==> src/rtl/frli_pkg.sv <==
`default_nettype none

package frli_pkg;

	// Field widths fixed by the port definition.
	localparam int SLOT_W  = 10;
	localparam int SEQ_W   = 32;
	localparam int MODE_W  = 2;
	localparam int COUNT_W = 11;
	localparam int SECT_W  = 6;

	// Sector count after reset.
	localparam logic [SECT_W-1:0] SECT_RESET = 6'd28;

	// Operation codes.
	localparam logic [MODE_W-1:0] MODE_APPEND  = 2'd0;
	localparam logic [MODE_W-1:0] MODE_FIND    = 2'd1;
	localparam logic [MODE_W-1:0] MODE_RESTORE = 2'd2;
	localparam logic [MODE_W-1:0] MODE_NOP     = 2'd3;

	localparam logic [SEQ_W-1:0] SEQ_ALL_ONES = '1;
	localparam logic [SEQ_W-1:0] SEQ_FIRST    = 32'd1;

	// Control from the sequencer to the scan accumulator.
	typedef struct packed {
		logic start;
		logic take;
	} scan_ctl_t;

	// Next sequence number; zero is never issued, so the wrap goes to one.
	function automatic logic [SEQ_W-1:0] seq_after(input logic [SEQ_W-1:0] s);
		seq_after = (s == SEQ_ALL_ONES) ? SEQ_FIRST : s + SEQ_W'(1);
	endfunction

endpackage

`default_nettype wire

==> src/rtl/frli_scan.sv <==
`default_nettype none

// Accumulates count, oldest, newest and the find-after match over a table sweep.
module frli_scan #(
	parameter int AW = 10,
	parameter int NW = 11
) (
	input  wire logic                       clk,
	input  wire frli_pkg::scan_ctl_t        ctl,
	input  wire logic [frli_pkg::SEQ_W-1:0] data,
	input  wire logic [AW-1:0]              idx,
	input  wire logic [frli_pkg::SEQ_W-1:0] bound,
	output logic      [NW-1:0]              count,
	output logic      [frli_pkg::SEQ_W-1:0] oldest,
	output logic      [frli_pkg::SEQ_W-1:0] latest,
	output logic      [frli_pkg::SEQ_W-1:0] find_seq,
	output logic      [AW-1:0]              find_slot
);

	logic [NW-1:0]              count_q;
	logic [frli_pkg::SEQ_W-1:0] oldest_q;
	logic [frli_pkg::SEQ_W-1:0] latest_q;
	logic [frli_pkg::SEQ_W-1:0] find_seq_q;
	logic [AW-1:0]              find_slot_q;

	// One table entry per cycle while take is set; the start pulse clears everything for a new sweep.
	always_ff @(posedge clk) begin
		if (ctl.start) begin
			count_q     <= '0;
			oldest_q    <= '0;
			latest_q    <= '0;
			find_seq_q  <= '0;
			find_slot_q <= '0;
		end else if (ctl.take) begin
			if (data != '0) begin
				count_q <= count_q + NW'(1);
				if ((oldest_q == '0) || (data < oldest_q)) begin
					oldest_q <= data;
				end
				if (data > latest_q) begin
					latest_q <= data;
				end
			end
			// Keep the smallest sequence above the bound; the first one wins ties.
			if ((data > bound) && ((find_seq_q == '0) || (data < find_seq_q))) begin
				find_seq_q  <= data;
				find_slot_q <= idx;
			end
		end
	end

	assign count     = count_q;
	assign oldest    = oldest_q;
	assign latest    = latest_q;
	assign find_seq  = find_seq_q;
	assign find_slot = find_slot_q;

endmodule

`default_nettype wire

==> config.mk <==
export PLATFORM = sky130hd
export DESIGN_NAME = frli_scan
export DESIGN_NICKNAME = d
export VERILOG_FILES = /design/src/rtl/frli_pkg.sv /design/src/rtl/frli_scan.sv
export SDC_FILE = /design/constraint.sdc
export NUM_CORES = 1
export LEC_CHECK = 0
export ABC_AREA = 1
export BUFFER_PORTS_ARGS = -buffer_cell sky130_fd_sc_hd__buf_2
export CORE_MARGIN = 2
export CORE_UTILIZATION = 55
export DETAILED_ROUTE_END_ITERATION = 10
export MAX_ROUTING_LAYER = met4
export PLACE_DENSITY = 0.93
export SLEW_MARGIN = 10
export SYNTH_ARGS = -nofsm -noshare
export SYNTH_HDL_FRONTEND = slang
export SYNTH_SLANG_ARGS = --single-unit
==> constraint.sdc <==
create_clock -name clk -period 2.2 [get_ports clk]
set_input_delay 0.22 -clock clk [delete_from_list [all_inputs] [get_ports clk]]
set_output_delay 0.22 -clock clk [all_outputs]
set_load 0.01 [all_outputs]
Word-level counts from Yosys, hierarchy flattened

Cells that the tools add are included.

Logic and storage cells: 20
Input bits: 77
Register bits: 117

$add $sub $neg: 1
Magnitude comparators: 4
Reduce and logical (&&, ||, !) cells: 10

Operator list:

| cell                  | number |
|---|---|
| $gt 32x32->1          | 2 |
| $logic_not 32->1      | 2 |
| $lt 32x32->1          | 2 |
| $reduce_bool 32->1    | 1 |
| $add 11x1->11 const B | 1 |
| $reduce_and 3->1      | 2 |
| $reduce_and 2->1      | 2 |
| $logic_or 1x1->1      | 2 |
| $logic_and 1x1->1     | 1 |

Depth between registers and ports, before layout

Depth after elaboration: 4
Mapped depth: 18

Worst setup path before layout

No wires, ideal clock.

Path type: reg2reg
Start point: register find_seq_q (netlist bit find_seq[5])
End point: register find_seq_q (netlist bit find_seq[10])
Setup slack: 0.296 ns
Data arrival time: 1.789 ns
Clock period less this slack: 1.904 ns
Stages on the path, launching flop included: 17
Path through: dfxtp_1 -> inv_1 -> ha_1 -> a21oi_1 -> nor2_1 -> nor3_1 -> nand2_1 -> nand2_1 -> nand2_1 -> nand2_1 -> nand2_1 -> nand2_1 -> buf_4 -> buf_2 -> nand3_1 -> nand2_1 -> nor2_1

Word-level cells in the longest chain between the ends: 4
Elaborated cells between the ends (all ways): 5

Ends and longest elaborated chain:

| element                                                 | line            | text |
|---|---|---|
| start, declared                                         | frli_scan.sv:23 | `logic [frli_pkg::SEQ_W-1:0] find_seq_q;` |
| start signal, assigned                                  | frli_scan.sv:46 | `find_seq_q <= data;` |
| $lt 32x32->1 / $logic_not 32->1 (equally long branches) | frli_scan.sv:45 | `if ((data > bound) && ((find_seq_q == '0) \|\| (data < find_seq_q))) begin` |
| $logic_or 1x1->1 (*)                                    | frli_scan.sv:45 |  |
| $logic_and 1x1->1 (*)                                   | frli_scan.sv:45 |  |
| $reduce_and 2->1 (no source line) (*)                   | n/a             |  |

Every way passes the cells marked *; elsewhere a longest branch is shown, timed or not.
A chain may end at the register's enable or synchronous reset.

Worst setup path in the final report

Start point: register find_seq_q (netlist bit find_seq[17])
End point: register find_seq_q (netlist bit find_seq[15])

The elaborated chain is that of the path after synthesis.

==> flow_summary.yaml <==
setup_path:
  cpMaxStageDelayCell: "sky130_fd_sc_hd__dfxtp_1"
  critPathMaxStageDelay_ns: 0.37
  critical_path_arrival_ns: 2.55
  regToRegEndpoint: "find_seq[15]$_SDFFE_PP0P_"
  crit_path_start_kind: "flip-flop"
  setup_slack_reg_to_reg_ns: -0.04
  timing.setup.critical_path_class: "flip-flop to flip-flop"
  r2r-start: "find_seq[17]$_SDFFE_PP0P_"
  path_delay_family: "simple AND/OR/NAND/NOR gates"
  worstPathMaxFanout: 5
  worst_setup_path_startpoint: "find_seq[17]$_SDFFE_PP0P_"
  worstPathCellList: "inv_1, ha_1, a21oi_1, o21ai_1, nand2_1, nand3_1, a21oi_4, nand2_8, nand2_4, buf_6, nand3_1, nand2_1, nor2_1"
  reg2reg_depth: 13
  timing.critical_path.required_ns: 2.51
  cp-end-kind: "flip-flop"
  critPathBufInv: 2
logic_synthesis:
  post_synth_inst_count: 1276
  synth_net_count: 1480
  synthesis.area_um2: 8470
  yosys_register_bits: 117
  ys_seq_area_share_pct: 27.7
  ys.warnings.count: 0
  yosysUniqueCellTypes: 26
  synthesis.area_per_instance_um2: 6.63
die:
  boundaryPins: 194
  area_of_the_placeable_core_um2: 15100
  die-area_um2: 16400
  placement_rows: 45
  die_w_um: 128
  starting_density_of_the_core_pct: 55.9
  height_of_the_die_um: 128
detailed_routing:
  detailedRoute.firstPassIterationCount: 7
  routedWlPerCell_um: 16.9
  drt_first_iter_violations: 1017
  num_vias: 9723
  drt_drc_violations_left: 0
  drt-vias-per-instance: 5.81
  ant_nets: 0
  detail_route.wirelength_mm: 28.3
clock_network:
  cts-buffers-inserted: 17
  hold_buffers: 0
  htree_num_levels: 4
  clkLatencyLatePin_ns: 0.42
  clock_tree_from_tritoncts: "yes"
  clockBufferDepth: 2
  clock_sinks: 117
  cts.clk_slew.worst_paths_ns: 0.06
  cts-root-buf: "sky130_fd_sc_hd__clkbuf_16"
power:
  cellLeakagePower_nw: 5.47
  irDropWorstVdd_mv: 0.636
  cellPowerDensity_nw_per_um2: 853
global_route:
  globalRoute.busiestLayer: "met2"
  met1_usage_pct: 35.5
  grtUsageMet2_pct: 51.5
  antenna_found_initial: 0
  grtUsageMet3_pct: 6.51
  grt_max_degree: 104
  first_global_vias: 8615
  grt_util_all_layers_pct: 31.2
  overflow: 0
  grt_first_pass_wirelength_mm: 40.1
timing:
  tightest_slew_ns: 0.524
  setup_violation_total_in_the_final_timing_report: 2
  final_min_period_over_clock_period_pct: 102
  maxSlewHeadroom_pct: 65.0
  endpoints_failing_hold: 0
  clock.fmax_ghz: 0.447
  fin_worst_skew_ns: 0.00555
  post-route-worst-setup-slack_ns: -0.0361
  final.hold.worst_slack_ns: 0.0397
  report.final.slew_viol_count: 0
  timing.final.crit_period_ns: 2.24
finish:
  proportion_of_layout_cells_with_a_drive_suffix_above_1_pct: 23.6
  register_area_um2: 2360
  antenna_fix_cells: 0
  layout.cells.non_filler: 1674
  nNetsFinal: 1677
  area_taken_by_multi_input_logic_gates_um2: 5280
  area_added_between_synthesis_and_finish_pct: 28.3
  fillCellCount: 1164
  finish.utilization_pct: 71.7
worst_hold_path:
  worstHoldPathType: "input port to flip-flop"
  hold_path.startpoint: "ctl[1]"
  hold_path_stages: 2
  min_to: "count[10]$_SDFFE_PP0P_"
place:
  post-place-cells: 1623
  detailed_place_hpwl_mm: 18.2
  buffer_ports.inserted: 193
  post-place-ws_ns: -0.148
  routabilityCongestion: 0.936
flow_run:
  cap_violations: 0
outcome:
  run_status: "finished with violations"
  failing_checks: "negative setup slack"
-- cells by family (layout without fill, tap and decap cells) --
group | Yosys count | in the layout | synth area share, %
simple gates | 557 | 559 | 27.9
buf+inv | 261 | 469 | 12.4
compound gates | 209 | 209 | 12.8
fa+ha+maj | 127 | 127 | 18.8
flops | 117 | 117 | 27.7
xor+xnor | 5 | 5 | 0.517
-- state kept, by name (all words and copies together) (netlist names) --
name       count
count         11
find_seq      32
find_slot     10
latest        32
oldest        32
-- area by class of cell --
class	count	share of cell area, %
tap	188	2.17
inverter	204	7.05
clock buffer	19	4.08
multi-input combinational	900	48.6
timing repair buffer	233	14.7
sequential	117	21.8
clock inverter	13	1.67
-- cell usage in the layout, fill, tap and decap left out, types with 12 or more instances in the layout --
master / count
sky130_fd_sc_hd__inv_2: 37
sky130_fd_sc_hd__a21oi_1: 169
sky130_fd_sc_hd__nand3_1: 121
sky130_fd_sc_hd__nand2_1: 232
sky130_fd_sc_hd__buf_2: 193
sky130_fd_sc_hd__dfxtp_1: 101
sky130_fd_sc_hd__o21ai_0: 15
sky130_fd_sc_hd__buf_4: 12
sky130_fd_sc_hd__inv_1: 167
sky130_fd_sc_hd__nor2_1: 140
sky130_fd_sc_hd__dfxtp_2: 16
sky130_fd_sc_hd__clkbuf_16: 26
sky130_fd_sc_hd__nand4_1: 28
sky130_fd_sc_hd__ha_1: 125
-- Yosys cell counts, drive strengths merged --
cell / count / area (µm²)
nand2: 239 / 900
inv: 204 / 766
a21oi: 180 / 905
nor2: 146 / 548
ha: 127 / 1590
nand3: 123 / 616
dfxtp: 117 / 2340
buf: 37 / 208
nand4: 28 / 175
o21ai: 22 / 110
clkbuf: 20 / 75.1
nor3: 12 / 65.1
nor4: 8 / 50.1
o21a: 6 / 45.0
xnor2: 3 / 26.3
xor2: 2 / 17.5
a31oi: 1 / 21.3
nand3b: 1 / 7.51
-- what timing repair did --
item	CTS	global route
resized for setup	0	53
setup endpoints to repair	0	78
setup buffers	0	1
-- worst max-delay path by stage --
stage                                end  slack [ns]  cells after the start
2_1_floorplan  find_seq[10]$_SDFFE_PP0P_        0.30                     16
3_3_place_gp   find_seq[31]$_SDFFE_PP0P_       -0.06                     12
3_5_place_dp   find_slot[0]$_SDFFE_PP0P_       -0.15                     12
4_1_cts         find_seq[5]$_SDFFE_PP0P_        0.07                     15
5_1_grt          oldest[11]$_SDFFE_PP0P_       -0.12                     14
6_report       find_seq[15]$_SDFFE_PP0P_       -0.04                     13
-- report_power, final --
part / total [W] / switching [W] / leakage (nW) / internal, W
sequential: 0.00261 / 0.000227 / 0.966 / 0.00238
combinational: 0.00369 / 0.00217 / 4.22 / 0.00152
clock: 0.00296 / 0.00104 / 0.291 / 0.00192
-- worst register-to-register path, cell delays in order, from the launching register on --
cell and delay, ns:
sky130_fd_sc_hd__dfxtp_1 0.37, sky130_fd_sc_hd__inv_1 0.11, sky130_fd_sc_hd__ha_1 0.30, sky130_fd_sc_hd__a21oi_1 0.14, sky130_fd_sc_hd__o21ai_1 0.07, sky130_fd_sc_hd__nand2_1 0.07, sky130_fd_sc_hd__nand3_1 0.11, sky130_fd_sc_hd__a21oi_4 0.25
sky130_fd_sc_hd__nand2_8 0.13, sky130_fd_sc_hd__nand2_4 0.14, sky130_fd_sc_hd__buf_6 0.17, sky130_fd_sc_hd__nand3_1 0.09, sky130_fd_sc_hd__nand2_1 0.11, sky130_fd_sc_hd__nor2_1 0.07
-- through the flow --
step / power (W) / TNS, ns / cell area [µm²]
3_3_place_gp: 0.00528 / -2.08 / 9710
5_1_grt: 0.00969 / -1.44 / 10900
2_1_floorplan: 0.00440 / 0 / 8470
4_1_cts: 0.00835 / 0 / 10300
3_5_place_dp: 0.00540 / -4.86 / 9710
6_report: 0.00926 / -0.0377 / 10900
-- per-layer routing --
metal  share of wire (%)  wire length, µm
met3                  10             2860
met4                 5.5             1560
met1                  38            10700
met5                   0                0
met2                  47            13200
Note: power is estimated with default switching activity, not from simulation.
